===== src/rtl/utf8_latin1_case_converter_defines.svh =====
// Assertion macros shared by the case converter RTL.
`ifndef UTF8_LATIN1_CASE_CONVERTER_DEFINES_SVH
`define UTF8_LATIN1_CASE_CONVERTER_DEFINES_SVH
`ifndef SYNTHESIS
`define UCC_ASSERT(lbl, clk, rst_n, prop) \
  lbl: assert property (@(posedge clk) disable iff (!rst_n) (prop)) \
    else $error("ucc: assertion failed");
`define UCC_ASSERT_IMP(lbl, clk, rst_n, ante, cons) \
  `UCC_ASSERT(lbl, clk, rst_n, (ante) |-> (cons))
`else
`define UCC_ASSERT(lbl, clk, rst_n, prop)
`define UCC_ASSERT_IMP(lbl, clk, rst_n, ante, cons)
`endif
`endif


===== src/rtl/ucc_pkg.sv =====
// Types, constants and case-mapping functions of the UTF-8 case converter.
`timescale 1ns / 1ps
`default_nettype none
package ucc_pkg;

  localparam int QUEUE_DEPTH = 4;

  // One finished sequence: up to four output bytes, index of the last one.
  typedef struct packed {
    logic [3:0][7:0] data;
    logic [1:0]      last_idx;
    logic            str_end;
  } ucc_job_t;

  typedef struct packed {
    logic       hit;
    logic [7:0] value;
  } ucc_map_t;

  function automatic logic [2:0] lead_len(input logic [7:0] b);
    logic [2:0] len;
    len = 3'd1;
    if ((b & 8'hE0) == 8'hC0) len = 3'd2;
    else if ((b & 8'hF0) == 8'hE0) len = 3'd3;
    else if ((b & 8'hF8) == 8'hF0) len = 3'd4;
    return len;
  endfunction

  // Only ASCII and Latin-1 letters have partners; the multiply and divide
  // signs are skipped.
  function automatic ucc_map_t case_map(input logic [20:0] cp, input logic up);
    ucc_map_t m;
    m.hit   = 1'b0;
    m.value = cp[7:0];
    if (up) begin
      if ((cp >= 21'h61 && cp <= 21'h7A) ||
          (cp >= 21'hE0 && cp <= 21'hFE && cp != 21'hF7)) begin
        m.hit   = 1'b1;
        m.value = cp[7:0] - 8'd32;
      end
    end else begin
      if ((cp >= 21'h41 && cp <= 21'h5A) ||
          (cp >= 21'hC0 && cp <= 21'hDE && cp != 21'hD7)) begin
        m.hit   = 1'b1;
        m.value = cp[7:0] + 8'd32;
      end
    end
    return m;
  endfunction

endpackage
`default_nettype wire


===== src/rtl/ucc_front.sv =====
// Front end: gathers UTF-8 sequences, case-maps them and builds output jobs.
`timescale 1ns / 1ps
`default_nettype none
`include "utf8_latin1_case_converter_defines.svh"
module ucc_front
  import ucc_pkg::*;
(
  input  wire logic       clk,
  input  wire logic       rst_n,
  input  wire logic       to_upper,
  input  wire logic       in_tvalid,
  output logic            in_tready,
  input  wire logic [7:0] in_tdata,
  input  wire logic       in_tlast,
  input  wire logic       q_full,
  output logic            push,
  output ucc_job_t        push_job
);

  logic [2:0]      exp_r, exp_nxt;
  logic [2:0]      seen_r, seen_nxt;
  logic [20:0]     pp_r, pp_nxt;
  logic            zero_r, zero_nxt;
  logic [3:0][7:0] held_r, held_nxt;
  logic [2:0]      len;
  logic            accept;
  logic            complete;
  logic [2:0]      seen_m1;
  ucc_map_t        map;

  assign in_tready = !q_full;
  assign accept    = in_tvalid && in_tready;

  always_comb begin
    held_nxt = held_r;
    exp_nxt  = exp_r;
    seen_nxt = seen_r;
    pp_nxt   = pp_r;
    zero_nxt = zero_r;
    len      = lead_len(in_tdata);
    if (exp_r == 3'd0) begin
      held_nxt[0] = in_tdata;
      seen_nxt    = 3'd1;
      zero_nxt    = 1'b0;
      exp_nxt     = len;
      pp_nxt      = (len == 3'd1) ? {13'd0, in_tdata} : {13'd0, in_tdata & (8'h7F >> len)};
    end else begin
      held_nxt[seen_r[1:0]] = in_tdata;
      // A zero byte freezes the code point but still counts toward the length.
      if (!zero_r) begin
        if (in_tdata == 8'h00) zero_nxt = 1'b1;
        else pp_nxt = {pp_r[14:0], in_tdata[5:0]};
      end
      seen_nxt = seen_r + 3'd1;
    end
    complete = (seen_nxt >= exp_nxt) || in_tlast;
  end

  assign map     = case_map(pp_nxt, to_upper);
  assign seen_m1 = seen_nxt - 3'd1;

  always_comb begin
    push_job.data     = held_nxt;
    push_job.last_idx = seen_m1[1:0];
    push_job.str_end  = in_tlast;
    if (map.hit) begin
      if (map.value < 8'h80) begin
        push_job.data[0]  = map.value;
        push_job.last_idx = 2'd0;
      end else begin
        push_job.data[0]  = {6'b110000, map.value[7:6]};
        push_job.data[1]  = {2'b10, map.value[5:0]};
        push_job.last_idx = 2'd1;
      end
    end
  end

  assign push = accept && complete;

  always_ff @(posedge clk) begin
    if (!rst_n) begin
      exp_r  <= 3'd0;
      seen_r <= 3'd0;
      pp_r   <= 21'd0;
      zero_r <= 1'b0;
    end else if (accept) begin
      if (complete) begin
        exp_r  <= 3'd0;
        seen_r <= 3'd0;
        pp_r   <= 21'd0;
        zero_r <= 1'b0;
      end else begin
        exp_r  <= exp_nxt;
        seen_r <= seen_nxt;
        pp_r   <= pp_nxt;
        zero_r <= zero_nxt;
      end
    end
  end

  always_ff @(posedge clk) begin
    if (accept) begin
      held_r <= held_nxt;
    end
  end

  // An open sequence has seen at least its lead and fewer bytes than it needs.
  `UCC_ASSERT_IMP(a_open_seq, clk, rst_n, exp_r != 3'd0, seen_r != 3'd0 && seen_r < exp_r)
  `UCC_ASSERT(a_len_range, clk, rst_n, exp_r <= 3'd4)

endmodule
`default_nettype wire


===== src/rtl/ucc_queue.sv =====
// Short job queue between the front end and the byte emitter.
`timescale 1ns / 1ps
`default_nettype none
`include "utf8_latin1_case_converter_defines.svh"
module ucc_queue
  import ucc_pkg::*;
#(
  parameter int DEPTH = QUEUE_DEPTH
) (
  input  wire logic     clk,
  input  wire logic     rst_n,
  input  wire logic     push,
  input  wire ucc_job_t push_job,
  input  wire logic     pop,
  output ucc_job_t      head,
  output logic          q_valid,
  output logic          q_full
);

  localparam int PW = (DEPTH > 1) ? $clog2(DEPTH) : 1;
  localparam int CW = $clog2(DEPTH + 1);

  ucc_job_t        mem_r [DEPTH];
  logic [PW-1:0]   wr_r, wr_nxt;
  logic [PW-1:0]   rd_r, rd_nxt;
  logic [CW-1:0]   cnt_r, cnt_nxt;

  assign q_full  = (cnt_r == CW'(DEPTH));
  assign q_valid = (cnt_r != '0);
  assign head    = mem_r[rd_r];

  always_comb begin
    wr_nxt  = wr_r;
    rd_nxt  = rd_r;
    cnt_nxt = cnt_r;
    if (push) wr_nxt = (wr_r == PW'(DEPTH - 1)) ? '0 : wr_r + PW'(1);
    if (pop)  rd_nxt = (rd_r == PW'(DEPTH - 1)) ? '0 : rd_r + PW'(1);
    case ({push, pop})
      2'b10:   cnt_nxt = cnt_r + CW'(1);
      2'b01:   cnt_nxt = cnt_r - CW'(1);
      default: cnt_nxt = cnt_r;
    endcase
  end

  always_ff @(posedge clk) begin
    if (!rst_n) begin
      wr_r  <= '0;
      rd_r  <= '0;
      cnt_r <= '0;
    end else begin
      wr_r  <= wr_nxt;
      rd_r  <= rd_nxt;
      cnt_r <= cnt_nxt;
    end
  end

  always_ff @(posedge clk) begin
    if (push) begin
      mem_r[wr_r] <= push_job;
    end
  end

  `UCC_ASSERT(a_cnt_bound, clk, rst_n, cnt_r <= CW'(DEPTH))
  `UCC_ASSERT_IMP(a_no_overflow, clk, rst_n, push, !q_full)
  `UCC_ASSERT_IMP(a_no_underflow, clk, rst_n, pop, q_valid)

endmodule
`default_nettype wire


===== src/rtl/ucc_back.sv =====
// Back end: emits the bytes of each queued job through an output register.
`timescale 1ns / 1ps
`default_nettype none
`include "utf8_latin1_case_converter_defines.svh"
module ucc_back
  import ucc_pkg::*;
(
  input  wire logic     clk,
  input  wire logic     rst_n,
  input  wire ucc_job_t head,
  input  wire logic     q_valid,
  output logic          pop,
  output logic          out_tvalid,
  input  wire logic     out_tready,
  output logic [7:0]    out_tdata,
  output logic          out_tlast,
  output logic [0:0]    out_tuser
);

  logic       valid_r, valid_nxt;
  logic [7:0] data_r;
  logic       end_r;
  logic       run_r;
  logic [1:0] idx_r, idx_nxt;
  logic       load;
  logic       at_last;

  assign load    = q_valid && (!valid_r || out_tready);
  assign at_last = (idx_r == head.last_idx);
  assign pop     = load && at_last;

  always_comb begin
    valid_nxt = valid_r;
    idx_nxt   = idx_r;
    if (load) begin
      valid_nxt = 1'b1;
      idx_nxt   = at_last ? 2'd0 : idx_r + 2'd1;
    end else if (out_tready) begin
      valid_nxt = 1'b0;
    end
  end

  always_ff @(posedge clk) begin
    if (!rst_n) begin
      valid_r <= 1'b0;
      idx_r   <= 2'd0;
    end else begin
      valid_r <= valid_nxt;
      idx_r   <= idx_nxt;
    end
  end

  always_ff @(posedge clk) begin
    if (load) begin
      data_r <= head.data[idx_r];
      run_r  <= at_last;
      end_r  <= at_last && head.str_end;
    end
  end

  assign out_tvalid   = valid_r;
  assign out_tdata    = data_r;
  assign out_tlast    = end_r;
  assign out_tuser[0] = run_r;

  // The byte index never runs past the end of the job at the head.
  `UCC_ASSERT_IMP(a_idx_in_job, clk, rst_n, q_valid, idx_r <= head.last_idx)

endmodule
`default_nettype wire


===== src/rtl/utf8_latin1_case_converter.sv =====
// UTF-8 case converter for ASCII and Latin-1 letters: top level.
// Takes one byte of a UTF-8 string per beat and emits the string with
// ASCII and Latin-1 letters moved to upper case (cfg_data = 1, the reset
// value) or lower case (cfg_data = 0). Sequences are gathered leniently,
// and a sequence cut off by tlast is finished from the bytes received.
// The input accepts one byte every cycle unless the queue is full, and the
// output gives one byte every cycle while a job is queued and out_tready is
// high. A mapped character may grow from one byte to two, and the job queue
// of QUEUE_DEPTH finished sequences between the gathering front end and the
// byte emitter absorbs that; in_tready falls only while the queue is full.
`timescale 1ns / 1ps
`default_nettype none
module utf8_latin1_case_converter
  import ucc_pkg::*;
#(
  parameter int QDEPTH = QUEUE_DEPTH
) (
  input  wire logic       clk,
  input  wire logic       rst_n,
  input  wire logic       cfg_valid,
  output logic            cfg_ready,
  input  wire logic       cfg_data,    // to_upper
  input  wire logic       in_tvalid,
  output logic            in_tready,
  input  wire logic [7:0] in_tdata,    // [7:0] in_byte
  input  wire logic       in_tlast,    // in_last
  output logic            out_tvalid,
  input  wire logic       out_tready,
  output logic [7:0]      out_tdata,   // [7:0] out_byte
  output logic            out_tlast,   // string_end
  output logic [0:0]      out_tuser    // [0] run_last
);

  logic     to_upper_r;
  logic     push;
  logic     pop;
  logic     q_valid;
  logic     q_full;
  ucc_job_t push_job;
  ucc_job_t head;

  assign cfg_ready = 1'b1;

  always_ff @(posedge clk) begin
    if (!rst_n) begin
      to_upper_r <= 1'b1;
    end else if (cfg_valid && cfg_ready) begin
      to_upper_r <= cfg_data;
    end
  end

  ucc_front u_front (
    .clk       (clk),
    .rst_n     (rst_n),
    .to_upper  (to_upper_r),
    .in_tvalid (in_tvalid),
    .in_tready (in_tready),
    .in_tdata  (in_tdata),
    .in_tlast  (in_tlast),
    .q_full    (q_full),
    .push      (push),
    .push_job  (push_job)
  );

  ucc_queue #(
    .DEPTH (QDEPTH)
  ) u_queue (
    .clk      (clk),
    .rst_n    (rst_n),
    .push     (push),
    .push_job (push_job),
    .pop      (pop),
    .head     (head),
    .q_valid  (q_valid),
    .q_full   (q_full)
  );

  ucc_back u_back (
    .clk        (clk),
    .rst_n      (rst_n),
    .head       (head),
    .q_valid    (q_valid),
    .pop        (pop),
    .out_tvalid (out_tvalid),
    .out_tready (out_tready),
    .out_tdata  (out_tdata),
    .out_tlast  (out_tlast),
    .out_tuser  (out_tuser)
  );

endmodule
`default_nettype wire

===== config.mk =====
export PLATFORM = sky130hd
export DESIGN_NAME = utf8_latin1_case_converter
export DESIGN_NICKNAME = d
export VERILOG_FILES = /design/src/rtl/ucc_pkg.sv /design/src/rtl/ucc_front.sv /design/src/rtl/ucc_queue.sv /design/src/rtl/ucc_back.sv /design/src/rtl/utf8_latin1_case_converter.sv
export VERILOG_INCLUDE_DIRS = /design/src /design/src/rtl
export SDC_FILE = /design/constraint.sdc
export NUM_CORES = 1
export LEC_CHECK = 0
export ABC_AREA = 1
export BUFFER_PORTS_ARGS = -buffer_cell sky130_fd_sc_hd__buf_2
export CAP_MARGIN = 0
export CORE_MARGIN = 8
export CORE_UTILIZATION = 36
export DETAILED_ROUTE_END_ITERATION = 12
export PLACE_DENSITY_LB_ADDON = 0.2
export REMOVE_ABC_BUFFERS = 1
export SLEW_MARGIN = 20
export SYNTH_ARGS = -nofsm -noshare
export SYNTH_HDL_FRONTEND = slang
export SYNTH_SLANG_ARGS = --single-unit

===== constraint.sdc =====
create_clock -name clk -period 5.8 [get_ports clk]
set_clock_uncertainty 0.15 [all_clocks]
set_input_delay 1.74 -clock clk [delete_from_list [all_inputs] [get_ports clk]]
set_output_delay 1.74 -clock clk [all_outputs]
set_load 0.02 [all_outputs]

---- After elaboration in Yosys (flattened, before gate mapping) ----
Memory sizes are Yosys's and may differ from the RTL's. A register that Yosys moved wholly into a read port is not among the register bits.
Index checks and enable logic that the tools add are counted.
word-level totals
  memories ................................ 1
  bits in registers ....................... 81
  bits in writable memories ............... 140
  bits of input ports ..................... 15
  output and inout bits ................... 13
memory list
  name           words  width  rd ports  clocked after memory_dff  wr ports  line             source
  u_queue.mem_r  4      35     1         1                         1         ucc_queue.sv:23  ucc_job_t mem_r [DEPTH];
cells by class
  eq/ne operators ......................... 12
  shift operators ......................... 1
  add/subtract/negate cells ............... 9
  bitwise operators ....................... 1
  multiplexer cells ....................... 39
  reduce and logical (&&, ||, !) cells .... 23
  order comparisons ....................... 13
operators with widths
  operator               number
  $mux W21               4
  $ge A21 B7 Y1 const B  2
  $ge A21 B8 Y1 const B  2
  $le A21 B7 Y1 const B  2
  $le A21 B8 Y1 const B  2
  $ne A21 B8 Y1 const B  2
  $mux W8                5
  $bwmux W32             1
  $mux W9                3
  $mux W24               1
  $mux W3                7
  $mux W18               1
  $bmux W8 S2            1
  $demux W8 S2           1
  $logic_and A1 B1 Y1    12
  $mux W10               1
  $mux W2                5
  $add A8 B6 Y8 const B  1
  $and A8 B8 Y8          1
  $logic_not A8 Y1       1
  $lt A8 B8 Y1 const B   1
  $mux W1                8
  $shr A7 B3 Y8 const A  1
  $sub A8 B6 Y8 const B  1
  20 further kinds       32

---- Logic depth before layout (Yosys ltp) ----
Gate-level depths: netlist (run 1).
  depth after elaboration ................. 17
  gate-level depth with buffers ........... 24
  depth with buffers taken out ............ 23

---- Cells and area by module ----
From an unflattened synthesis (run 1), not the netlist that was laid out.
unflattened totals
  cell total of the unflattened synthesis .. 1082
  area total of the unflattened synthesis .. 10541.4 µm²
modules (own cells, without submodules)
  module                      cells each  times used  seq. area each (µm²)  area each (µm²)
  ucc_queue                   399         1           4384.2                5659.2
  ucc_front                   588         1           1521.5                4071.4
  ucc_back                    88          1           360.3                 755.7
  utf8_latin1_case_converter  7           1           20.0                  55.1

---- Least setup slack after synthesis (run 1) ----
No wires, ideal clock.
  kind .................................... input to register
  from .................................... in in_tvalid
  to ...................................... mem u_queue.mem_r[0][0] (netlist bit), enable pin
  data required time ...................... 5223 ps
  arrival time ............................ 4550 ps
  path slack .............................. 673 ps
  cell stages on the path ................. 4
  cells stage by stage .................... nand2_1 > inv_1 > nand2_1 > nor2_1
between the ends
  cells in the longest elaborated chain, start to end .. 4
ends and longest elaborated chain
  item                           line                              source
  start, declared                utf8_latin1_case_converter.sv:23  input wire logic in_tvalid,
  $logic_and A1 B1 Y1            ucc_front.sv:32                   assign accept = in_tvalid && in_tready;
  net u_front.accept             ucc_front.sv:26                   logic accept;
  $logic_and A1 B1 Y1            ucc_front.sv:78                   assign push = accept && complete;
  $mux W1                        ucc_queue.sv:58                   if (push) begin
  $mux W1 (implied by the code)  ucc_queue.sv:59                   mem_r[wr_r] <= push_job;
  end, declared                  ucc_queue.sv:23
The timed path passes the listed nets, and every way through them passes these cells.

==> results.sh, run 1 <==
export IMPL_synth_distinct_cells=42
export IMPL_yosys_register_bits=223
export IMPL_internal_power_uw=3426
export IMPL_post_synthesis_simple_gate_area_fraction=0.1845
export IMPL_detail_route_first_pass_iterations=4
export IMPL_grt_pass1_vias=7287
export IMPL_vdd_ir_drop_max_v=0.0002277
export IMPL_core_area_mm2=0.02778
export IMPL_synthesis_area_mm2=0.01018
export IMPL_area_share_of_fa_ha_maj_cells_after_synthesis=0.02164
export IMPL_critPathCaptureType="flip-flop"
export IMPL_hold_path_endpoint="u_front.pp_r[20]"
export IMPL_worst_hold_path_type="flip-flop to flip-flop"
export IMPL_postLayoutCoreUtil=0.4170
export IMPL_max_cap_viol_count=0
export IMPL_worst_pin_slew_ns=1.038
export IMPL_detailed_place_area_mm2=0.01072
export IMPL_final_antenna_violating_net_count=0
export IMPL_achievable_frequency_ghz=0.2133
export IMPL_async_flop_share=0
export IMPL_floorplan_die_width_um=184.1
export IMPL_synth_most_common_cell="nand2_1"
export IMPL_antenna_cells=0
export IMPL_timing_final_setup_violations=0
export IMPL_internal_reg_to_reg_setup_slack_ns=1.80
export IMPL_vias_per_cell=5.123
export IMPL_drc_errors=0
export IMPL_r2r_end="u_queue.mem_r[3][1]"
export IMPL_maxSlewHeadroom=0.3069
export IMPL_clk_pin_slew_worst_paths_ns=0.06
export IMPL_first_iter_violations=553
export IMPL_power_density_cell_area_mw_per_mm2=442.2
export IMPL_criticalPathCategory="input pin to flip-flop"
export IMPL_regArea_mm2=0.006289
export IMPL_cts_max_path_buffers=3
export IMPL_layout_min_cycle_time_ns=4.687
export IMPL_rsz0062_at_grt="false"
export IMPL_yosysWarnings=0
export IMPL_critical_path_n_buffers_inverters=4
export IMPL_fillerInstances=2752
export IMPL_final_tns_setup_ns=0
export IMPL_tritoncts_num_buffers=26
export IMPL_post_cts_buffers=0
export IMPL_buffer_type_at_the_clock_tree_root="clkbuf_16"
export IMPL_route_vias_total=7392
export IMPL_port_buffer_count=26
export IMPL_dp_hpwl_um=15550
export IMPL_clkLatencyLatePin_ns=0.52
export IMPL_synth_compound_gate_area_share=0.1195
export IMPL_ys_flop_type="edfxtp_1"
export IMPL_cells_after_synth=1023
export IMPL_critical_path_startpoint_type="input pin"
export IMPL_yosys_area_top_type_share=0.5370
export IMPL_rr_startpoint="u_front.exp_r[2]"
export IMPL_hold_path_cell_count=2
export IMPL_cts_tree="built"
export IMPL_synth_area_mux_share=0
export IMPL_pin_count_of_the_biggest_net_entering_global_routing=65
export IMPL_hold_start="u_front.pp_r[20]"
export IMPL_antenna_found_initial=0
export IMPL_clock_network_power_share=0.318
export IMPL_dominant_combinational_cell_family_by_area_after_synthesis="simple AND/OR/NAND/NOR gates"
export IMPL_synth_seq_area_share=0.6177
export IMPL_design_portCount=28
export IMPL_fin_crit_sh=0.8082
export IMPL_die_height_um=184.1
export IMPL_all_layer_global_routing_usage=0.1513
export IMPL_switchingPower_uw=1697
export IMPL_slowest_delay_ns=0.29
export IMPL_grt_first_pass_wirelength_um=40600
export IMPL_critical_path_peak_fanout=18
export IMPL_pwr_share_seq=0.427
export IMPL_syn_mean_instance_area_um2=9.948
export IMPL_crit_path_cell_trace="buf_2 -> nor2_1 -> nand2_1 -> o21ai_4 -> buf_4 -> nand2_1 -> nand3_1 -> nand2_2 -> ha_1 -> inv_1 -> nand4_1 -> nor2_1 -> nand2_2 -> nor2_2 -> nand2_1 -> nand2_1 -> nand3_1 -> nand2_2 -> inv_2 -> nand2_2 -> o21ai_1"
export IMPL_areaGrowthSynthToFinish_pct=13.84
export IMPL_detail_route_wirelength_um=25580
export IMPL_gp_routability_congestion=0.9187
export IMPL_total_leakage_power_uw=0.004251
export IMPL_netSwitchingFraction=0.3313
export IMPL_cp_arrival_ns=4.77
export IMPL_post_route_cells_drive_above_1_share=0.1211
export IMPL_multiInputGateArea_mm2=0.003407
export IMPL_cts_hold_repair_buffers=0
export IMPL_power_frac_comb=0.255
export IMPL_number_of_hold_slack_violations_in_the_final_timing_report=0
export IMPL_report_final_slew_viol_count=0
export IMPL_htreeDepth=1
export IMPL_status="finished clean"
export IMPL_synth_area_leader_cell="edfxtp_1"
export IMPL_grt_overflow_total=0
export IMPL_initial_core_util=0.3663
export IMPL_worstRegToRegCells=19
export IMPL_resize_count_post_cts=0
export IMPL_synth_cells_most_frequent="nand2_1 (190), edfxtp_1 (182), nor2_1 (132)"
export IMPL_placementRows=61
export IMPL_nets=1077
export IMPL_cts_num_sinks=223
export IMPL_routedWlPerCell_um=17.73
export IMPL_synth_area_top_cells="edfxtp_1 (54%), dfxtp_1 (8.1%), nand2_1 (7.0%)"
export IMPL_worstPathRequired_ns=5.88
export IMPL_path_delay_family="simple AND/OR/NAND/NOR gates"
export IMPL_synth_edff_count=182
export IMPL_final_cell_area_mm2=0.01159
export IMPL_yosys_area_share_xor_xnor=0.005164
export IMPL_die_area_mm2=0.03391
export IMPL_worst_path_max_delay_cell="buf_4"
## power groups by stage
stage	Clock [uW]	Sequential, uW	Combinational, uW
after floorplan	0	2270	754
after global placement	0	2220	1320
after detailed placement	0	2230	1330
after CTS	1660	2190	1330
after global routing	1740	2210	1480
final	1630	2190	1310
## layer usage
| metal | track usage | routed length (um) | part of all wire | vias up |
|---|---|---|---|---|
| met1 | 0.2019 | 11790 | 0.46 | 3552 |
| met2 | 0.2531 | 11890 | 0.46 | 185 |
| li1 | - | - | - | 3613 |
| met5 | 0 | 0 | 0 | - |
| met4 | 0.04356 | 611 | 0.024 | 0 |
| met3 | 0.02146 | 1286 | 0.050 | 42 |
## worst reg2reg max path: stages, from the launching register on
cell and delay (ns):
dfxtp_1 0.32, nor2_1 0.19, nand2_2 0.51, nand2_2 0.39, nand2_1 0.11, nand3_2 0.16
inv_1 0.10, ha_1 0.25, inv_1 0.08, nand4_1 0.11, nor2_1 0.20, nand2_2 0.08
nor2_2 0.08, nand2_1 0.05, nand2_1 0.10, nand3_1 0.10, nand2_2 0.16, inv_2 0.15
nand2_2 0.22, o21ai_1 0.19
## worst max path at each step
stage	start	to	slack [ns]	depth (start not counted)
3_5_place_dp	in_tdata[4]	u_queue.mem_r[2][10]	0.63	21
5_1_grt	in_tdata[4]	u_queue.mem_r[3][16]	0.91	21
2_1_floorplan	in_tvalid	u_queue.mem_r[0][0]	0.36	4
3_3_place_gp	in_tdata[4]	u_queue.mem_r[2][10]	0.73	21
4_1_cts	in_tdata[4]	u_queue.mem_r[1][10]	1.17	21
6_report	in_tdata[4]	u_queue.mem_r[3][1]	1.11	21
## logic make-up (layout without fill, tap and decap cells)
family / Yosys count / after routing
flops: 223 / 223
buf+inv: 126 / 168
compound gates: 210 / 210
fa+ha+maj: 17 / 17
xor+xnor: 6 / 6
other cells: 1 / 1
simple gates: 440 / 440
## state kept, by name (all words and copies together) (netlist names), named ones only
register	flops
u_back.out_tlast	1
u_queue.wr_r	2
u_front.pp_r	21
to_upper_r	1
u_queue.rd_r	2
u_back.out_tuser	1
u_queue.cnt_r	3
u_back.idx_r	2
u_front.exp_r	3
u_queue.mem_r	140
u_front.seen_r	3
u_front.zero_r	1
u_front.held_r	32
u_back.out_tdata	8
u_back.out_tvalid	1
## area by class of cell
type | count | share of cell area
clock buffers | 33 | 0.06382
clock inverters | 15 | 0.01123
inverters | 77 | 0.02505
multi-input cells | 674 | 0.2941
flip-flops and latches | 223 | 0.5428
well taps | 378 | 0.04082
repair buffers | 43 | 0.02225
## through the flow
| step | setup slack, ns | total power (uW) | hold slack (ns) | std cells |
|---|---|---|---|---|
| 6_report | 1.113 | 5124 | 0.3147 | 1443 |
| 5_1_grt | 0.9075 | 5430 | 0.3246 | 1443 |
| 4_1_cts | 1.169 | 5187 | 0.3149 | 1443 |
| 3_5_place_dp | 0.6332 | 3553 | 0.3054 | 1395 |
| 3_3_place_gp | 0.7332 | 3540 | 0.3020 | 1395 |
| 2_1_floorplan | 0.3556 | 3024 | 0.2953 | 974 |
## layout by cell type (no fill, tap or decap), types with 5 or more instances in the layout
cell type | synthesis | layout
o221ai_1 | 23 | 23
a21oi_1 | 47 | 47
edfxtp_1 | 182 | 182
inv_2 | 8 | 9
nand4_1 | 16 | 16
inv_1 | 64 | 63
clkbuf_16 | 0 | 28
o21ai_0 | 107 | 107
nand3_1 | 68 | 68
dfxtp_1 | 41 | 39
xor2_1 | 5 | 5
buf_2 | 1 | 26
o22ai_1 | 11 | 11
clkinv_1 | 4 | 10
ha_1 | 16 | 16
o211ai_1 | 10 | 10
nor2_2 | 5 | 5
nand2_1 | 190 | 190
buf_4 | 4 | 17
nor2_1 | 132 | 128
nand2_2 | 14 | 14
Note: power is estimated with default switching activity, not from simulation.
==> run 2: changes to the inputs <==
--- a/config.mk
+++ b/config.mk
@@ -6,7 +6,7 @@
 export SDC_FILE = /design/constraint.sdc
 export NUM_CORES = 1
 export LEC_CHECK = 0
-export ABC_AREA = 1
+export ABC_AREA = 0
 export BUFFER_PORTS_ARGS = -buffer_cell sky130_fd_sc_hd__buf_2
 export CAP_MARGIN = 0
 export CORE_MARGIN = 8
==> constraint.sdc (replaced) <==
create_clock -name clk -period 4.6 [get_ports clk]
set_clock_uncertainty 0.15 [all_clocks]
set_input_delay 1.38 -clock clk [delete_from_list [all_inputs] [get_ports clk]]
set_output_delay 1.38 -clock clk [all_outputs]
set_load 0.02 [all_outputs]
==> run 2 against run 1 <==
Area after synthesis is 2.0% lower. Sequential power increased by 21%. Power grew 12%. Final area increased by 1.6%.
==> results.sh, run 2 <==
export IMPL_synth_edff_count=182
export IMPL_setup_slack_ns=0.1379
export IMPL_post_route_cells_drive_above_1_share=0.3050
export IMPL_routedWlPerCell_um=20.69
export IMPL_route_vias_total=5919
export IMPL_layout_cells_most_common_list="edfxtp_1 (182), buf_4 (67), nand2_1 (56)"
export IMPL_floorplan_die_width_um=182.4
export IMPL_maxSlewHeadroom=0.3955
export IMPL_design_portCount=28
export IMPL_largest_register_ffs=140
export IMPL_timing_final_setup_violations=0
export IMPL_cells_after_synth=656
export IMPL_yosys_area_top_type_share=0.5481
export IMPL_dp_hpwl_um=15430
export IMPL_cts_tree="built"
export IMPL_rr_startpoint="u_front.exp_r[2]"
export IMPL_drc_errors=0
export IMPL_leading_registers_by_flop_count="u_queue.mem_r x140, u_front.held_r x32, u_front.pp_r x21"
export IMPL_initial_core_util=0.3619
export IMPL_vdd_ir_drop_max_v=0.0002176
export IMPL_postLayoutCoreUtil=0.4271
export IMPL_all_layer_global_routing_usage=0.1436
export IMPL_port_buffer_count=26
export IMPL_achievable_frequency_ghz=0.2241
export IMPL_yosys_register_bits=223
export IMPL_synth_distinct_cells=76
export IMPL_nets=778
export IMPL_grt_overflow_total=0
export IMPL_clk_pin_slew_worst_paths_ns=0.06
export IMPL_grt_pass1_vias=6242
export IMPL_yosysWarnings=0
export IMPL_fin_crit_sh=0.9700
export IMPL_layout_min_cycle_time_ns=4.462
export IMPL_max_cap_viol_count=0
export IMPL_status="finished clean"
export IMPL_total_power_uw=5744
export IMPL_synth_most_common_cell="edfxtp_1"
export IMPL_async_flop_share=0
export IMPL_detail_route_first_pass_iterations=5
export IMPL_synthesis_area_mm2=0.009972
export IMPL_grt_first_pass_wirelength_um=36850
export IMPL_first_iter_violations=457
export IMPL_ys_flop_type="edfxtp_1"
export IMPL_synth_cells_most_frequent="edfxtp_1 (182), nand2_1 (56), mux4_2 (43)"
export IMPL_cts_num_sinks=223
export IMPL_pin_count_of_the_biggest_net_entering_global_routing=38
export IMPL_clkLatencyLatePin_ns=0.51
export IMPL_buffer_type_at_the_clock_tree_root="clkbuf_16"
export IMPL_number_of_hold_slack_violations_in_the_final_timing_report=0
export IMPL_rsz0062_at_grt="false"
export IMPL_cts_hold_repair_buffers=0
export IMPL_syn_mean_instance_area_um2=15.20
export IMPL_synth_seq_area_share=0.6304
export IMPL_synth_area_leader_cell="edfxtp_1"
export IMPL_final_antenna_violating_net_count=0
export IMPL_detail_route_wirelength_um=23630
export IMPL_worst_hold_path_type="flip-flop to flip-flop"
export IMPL_cp_arrival_ns=4.69
export IMPL_cts_max_path_buffers=3
export IMPL_critical_path_peak_fanout=16
export IMPL_placement_setup_worst_slack_ns=-0.2946
export IMPL_internal_reg_to_reg_setup_slack_ns=0.46
export IMPL_criticalPathCategory="input pin to flip-flop"
export IMPL_max_flop_register="u_queue.mem_r"
export IMPL_htreeDepth=1
export IMPL_report_final_slew_viol_count=0
export IMPL_gp_routability_congestion=0.8725
export IMPL_worstPathRequired_ns=4.83
export IMPL_r2r_end="u_queue.mem_r[3][8]"
export IMPL_tritoncts_num_buffers=24
export IMPL_core_area_mm2=0.02755
export IMPL_total_leakage_power_uw=0.003987
export IMPL_critPathCaptureType="flip-flop"
export IMPL_areaGrowthSynthToFinish_pct=18.00
export IMPL_worst_pin_slew_ns=0.9054
export IMPL_mostFrequentLayoutCell="edfxtp_1"
export IMPL_hold_path_endpoint="u_front.seen_r[2]"
export IMPL_die_height_um=182.4
export IMPL_placementRows=61
export IMPL_post_layout_nonfiller_instances=1142
export IMPL_power_density_cell_area_mw_per_mm2=488.1
export IMPL_die_area_mm2=0.03328
export IMPL_hold_start="u_front.seen_r[2]"
export IMPL_synth_area_top_cells="edfxtp_1 (55%), mux4_2 (9.7%), dfxtp_1 (8.2%)"
export IMPL_vias_per_cell=5.183
export IMPL_hold_path_cell_count=2
export IMPL_antenna_found_initial=0
export IMPL_critical_path_startpoint_type="input pin"
export IMPL_antenna_cells=0
export IMPL_fillerInstances=2512
export IMPL_worstRegToRegCells=14
export IMPL_place_inst=1098
-- run 2: cell count changes in the layout (fill, tap and decap cells not counted), sizes merged, moves of 13 or more --
cell	before	now
mux4	0	43
nand3	72	15
nand4	16	3
a22oi	0	17
o221ai	23	2
a21oi	47	14
nor2b	0	22
o21ai	113	12
buf	43	98
mux2	0	36
nor2	137	18
nand2	205	56
inv	73	18
-- run 2: final cells by class --
cell class / instances / area [um^2] / area share
flip-flops and latches: 223 / 6287 / 0.5343
multi-input cells: 380 / 3462 / 0.2942
repair buffers: 98 / 733.2 / 0.06231
clock buffers: 29 / 640.6 / 0.05444
well taps: 378 / 473.0 / 0.04019
clock inverters: 15 / 100.1 / 0.008506
inverters: 19 / 71.32 / 0.006061
-- run 2: through the flow --
step / cell area (um^2) / hold WS, ns / setup TNS, ns
final: 11770 / 0.3343 / 0
after global routing: 11770 / 0.3804 / 0
after CTS: 11760 / 0.3374 / 0
after detailed placement: 11020 / 0.3290 / -14.41
after global placement: 11020 / 0.3183 / -16.99
after floorplan: 9808 / 0.3035 / -4.599
-- run 2: logic make-up after synthesis --
| group | after synthesis | share of synthesized area |
|---|---|---|
| flip-flops | 223 | 0.6304 |
| AND/OR/NAND/NOR | 167 | 0.08883 |
| AO/OA/AOI/OAI | 105 | 0.08344 |
| multiplexers | 83 | 0.1444 |
| buffers and inverters | 53 | 0.02359 |
| adder cells (fa/ha/maj) | 17 | 0.02208 |
| XOR/XNOR | 7 | 0.006901 |
| other | 1 | 0.0003761 |
-- run 2: critical path, cell delays in order --
cell and delay [ns]:
buf_2 0.13, nor4_4 0.45, nand2_1 0.14, a41oi_1 0.29, nand2_1 0.12, buf_4 0.17
ha_1 0.24, buf_4 0.16, o22ai_1 0.20, nand2_1 0.08, o21a_1 0.21, mux2_4 0.29
buf_4 0.20, o31ai_1 0.42, buf_4 0.21
-- run 2: timing repair --
action	CTS	global route
gates resized for setup	0	2
setup endpoints to repair	0	9
buffers inserted	0	0
-- run 2: power by group --
part           total (uW)  leakage (uW)  internal (uW)  switching, uW
Clock                1800      0.000353           1040            755
Combinational        1300       0.00161            590            714
Sequential           2640       0.00203           2540            106
-- run 2: routing by layer --
| metal | up-vias | global-route usage | part of all wire |
|---|---|---|---|
| li1 | 2743 | - | - |
| met1 | 3030 | 0.1845 | 0.44 |
| met2 | 117 | 0.2489 | 0.50 |
| met3 | 29 | 0.01869 | 0.035 |
| met4 | 0 | 0.04428 | 0.023 |
| met5 | - | 0 | 0 |
-- run 2: how the worst max path moves through the flow --
stage                start                   to  slack [ns]  depth (start not counted)
2_1_floorplan  in_tdata[7]     u_queue.cnt_r[2]       -0.28                         17
3_3_place_gp   in_tdata[3]  u_queue.mem_r[0][8]       -0.35                         14
6_report       in_tdata[3]  u_queue.mem_r[3][8]        0.14                         15
5_1_grt        in_tdata[3]     u_queue.cnt_r[2]        0.02                         19
3_5_place_dp   in_tdata[4]  u_queue.mem_r[0][8]       -0.29                         15
4_1_cts        in_tdata[4]  u_queue.mem_r[2][8]        0.24                         15
==> run 3: changes to the inputs <==
--- a/config.mk
+++ b/config.mk
@@ -7,7 +7,7 @@
 export NUM_CORES = 1
 export LEC_CHECK = 0
 export ABC_AREA = 0
-export BUFFER_PORTS_ARGS = -buffer_cell sky130_fd_sc_hd__buf_2
+export BUFFER_PORTS_ARGS = -buffer_cell sky130_fd_sc_hd__buf_4
 export CAP_MARGIN = 0
 export CORE_MARGIN = 8
 export CORE_UTILIZATION = 36
==> run 3 against run 2 <==
Die area stayed put. Critical endpoint is now u_queue.mem_r[3][7]. Maximum frequency is 2.5% higher. Worst setup slack better by 0.11 ns. Final area is 1.5% higher. Combinational power is 4% higher. Hold slack worse by 0.0085 ns. Power is 3.8% higher. Wire length is 0.34% lower. Non-clock buffer count is 4 higher. Sequential share of layout area is 0.81 points lower. Sequential power hardly changed.
==> results.sh, run 3 (synthesis gave the netlist of run 2 again) <==
export IMPL_maxSlewHeadroom=0.4492
export IMPL_power_frac_comb=0.226
export IMPL_max_cap_viol_count=0
export IMPL_areaGrowthSynthToFinish_pct=19.82
export IMPL_whs_ns=0.3258
export IMPL_layout_cells_most_common_list="edfxtp_1 (182), buf_4 (96), nand2_1 (56)"
export IMPL_antenna_found_initial=0
export IMPL_cts_tree="built"
export IMPL_critical_path_startpoint_type="input pin"
export IMPL_clock_network_power_share=0.331
export IMPL_floorplan_die_width_um=182.4
export IMPL_detail_route_first_pass_iterations=5
export IMPL_place_inst=1102
export IMPL_criticalPathCategory="input pin to flip-flop"
export IMPL_power_density_cell_area_mw_per_mm2=499.1
export IMPL_post_route_cells_drive_above_1_share=0.3117
export IMPL_tritoncts_num_buffers=25
export IMPL_leading_registers_by_flop_count="u_queue.mem_r x140, u_front.held_r x32, u_front.pp_r x21"
export IMPL_worst_pin_slew_ns=0.8231
export IMPL_clk_pin_slew_worst_paths_ns=0.06
export IMPL_total_leakage_power_uw=0.004076
export IMPL_rsz0062_at_grt="false"
export IMPL_pin_count_of_the_biggest_net_entering_global_routing=39
export IMPL_cts_hold_repair_buffers=0
export IMPL_netSwitchingFraction=0.2707
export IMPL_nets=783
export IMPL_timing_final_setup_violations=0
export IMPL_cp_arrival_ns=4.60
export IMPL_all_layer_global_routing_usage=0.1422
export IMPL_core_area_mm2=0.02755
export IMPL_placementRows=61
export IMPL_drc_errors=0
export IMPL_first_iter_violations=389
export IMPL_initial_core_util=0.3619
export IMPL_post_layout_nonfiller_instances=1148
export IMPL_internal_power_uw=4349
export IMPL_clkLatencyLatePin_ns=0.52
export IMPL_report_final_slew_viol_count=0
export IMPL_switchingPower_uw=1614
export IMPL_grt_overflow_total=0
export IMPL_antenna_cells=0
export IMPL_number_of_hold_slack_violations_in_the_final_timing_report=0
export IMPL_vdd_ir_drop_max_v=0.0002104
export IMPL_hold_path_endpoint="u_front.seen_r[2]"
export IMPL_design_portCount=28
export IMPL_routedWlPerCell_um=20.52
export IMPL_status="finished clean"
export IMPL_cts_num_sinks=223
export IMPL_final_antenna_violating_net_count=0
export IMPL_worst_path_max_delay_cell="nor4_4"
export IMPL_hold_start="u_front.seen_r[2]"
export IMPL_r2r_end="u_queue.mem_r[3][7]"
export IMPL_fin_crit_sh=0.9466
export IMPL_achievable_frequency_ghz=0.2297
export IMPL_layout_min_cycle_time_ns=4.354
export IMPL_grt_pass1_vias=6258
export IMPL_critical_path_peak_fanout=9
export IMPL_worstRegToRegCells=13
export IMPL_pwr_share_seq=0.443
export IMPL_internal_reg_to_reg_setup_slack_ns=0.39
export IMPL_slowest_delay_ns=0.42
export IMPL_worstPathRequired_ns=4.84
export IMPL_rr_startpoint="u_front.exp_r[2]"
export IMPL_critPathCaptureType="flip-flop"
export IMPL_detail_route_wirelength_um=23550
export IMPL_mostFrequentLayoutCell="edfxtp_1"
export IMPL_worst_hold_path_type="flip-flop to flip-flop"
export IMPL_max_flop_register="u_queue.mem_r"
export IMPL_gp_routability_congestion=0.8753
export IMPL_die_height_um=182.4
export IMPL_cts_max_path_buffers=3
export IMPL_route_vias_total=5923
export IMPL_port_buffer_count=26
export IMPL_crit_path_cell_trace="buf_4 -> nor4_4 -> nand2_1 -> a41oi_1 -> nand2_1 -> buf_4 -> ha_1 -> buf_4 -> o22ai_1 -> nand2_1 -> o21a_1 -> mux2_4 -> buf_4 -> o31ai_1 -> buf_4"
export IMPL_post_cts_buffers=0
export IMPL_buffer_type_at_the_clock_tree_root="clkbuf_16"
export IMPL_dp_hpwl_um=15410
export IMPL_hold_path_cell_count=2
export IMPL_worst_path_most_repeated_cell="buf_4"
export IMPL_resize_count_post_cts=0
export IMPL_largest_register_ffs=140
export IMPL_vias_per_cell=5.159
export IMPL_die_area_mm2=0.03328
export IMPL_grt_first_pass_wirelength_um=36800
export IMPL_htreeDepth=1
run 3: cell count changes in the layout (fill, tap and decap cells not counted), sizes merged:
cell / delta
buf: +4
inv: +2
clkinvlp: -2
bufinv: +2
run 3: power groups by stage:
stage               Sequential, uW  Combinational [uW]  Clock [uW]
floorplan                     2780                 733           0
global placement              2670                1350           0
detailed placement            2690                1390           0
CTS                           2650                1380        2030
global route                  2670                1470        2100
finish                        2640                1350        1970
run 3: cell type report:
type                       count  area (um^2)
clock buffer                  29        650.6
clock inverter                17        171.4
fill                        2484        15600
inverter                      19        71.32
multi-input combinational    380         3455
sequential                   223         6287
tap                          378        473.0
timing repair buffer         102        840.8
run 3: stage by stage:
| step | setup TNS, ns | instance area, um^2 | total power, uW | setup WS (ns) | utilization |
|---|---|---|---|---|---|
| floorplan | -4.599 | 9808 | 3514 | -0.2757 | - |
| global placement | -11.85 | 11130 | 4021 | -0.2720 | 0.4038 |
| detailed placement | -12.59 | 11130 | 4074 | -0.3247 | 0.4038 |
| CTS | 0 | 11950 | 6063 | 0.2057 | 0.4337 |
| global route | 0 | 11950 | 6244 | 0.01121 | 0.4337 |
| finish | 0 | 11950 | 5964 | 0.2457 | 0.4337 |
run 3: per-layer routing:
layer	track usage	vias up	wire [um]
li1	-	2757	-
met5	0	-	0
met2	0.2486	90	11950
met1	0.1853	3047	10520
met3	0.01730	29	748
met4	0.03444	0	338
run 3: critical path, delay by kind of cell:
kind	cells	cell delay, ns
AOI/OAI and AO/OA	4	1.13
adders and majority gates	1	0.20
buffers and inverters	5	0.84
muxes	1	0.30
and+or+nand+nor	4	0.74
run 3: worst max-delay path by stage:
stage / end / slack [ns] / cells past startpoint / startpoint
3_3_place_gp: u_queue.mem_r[2][7] / -0.27 / 15 / in_tdata[3]
4_1_cts: u_queue.mem_r[0][7] / 0.21 / 15 / in_tdata[3]
3_5_place_dp: u_queue.mem_r[1][7] / -0.32 / 15 / in_tdata[3]
5_1_grt: u_queue.mem_r[3][7] / 0.01 / 15 / in_tdata[3]
6_report: u_queue.mem_r[3][7] / 0.25 / 15 / in_tdata[3]
2_1_floorplan: u_queue.cnt_r[2] / -0.28 / 17 / in_tdata[7]
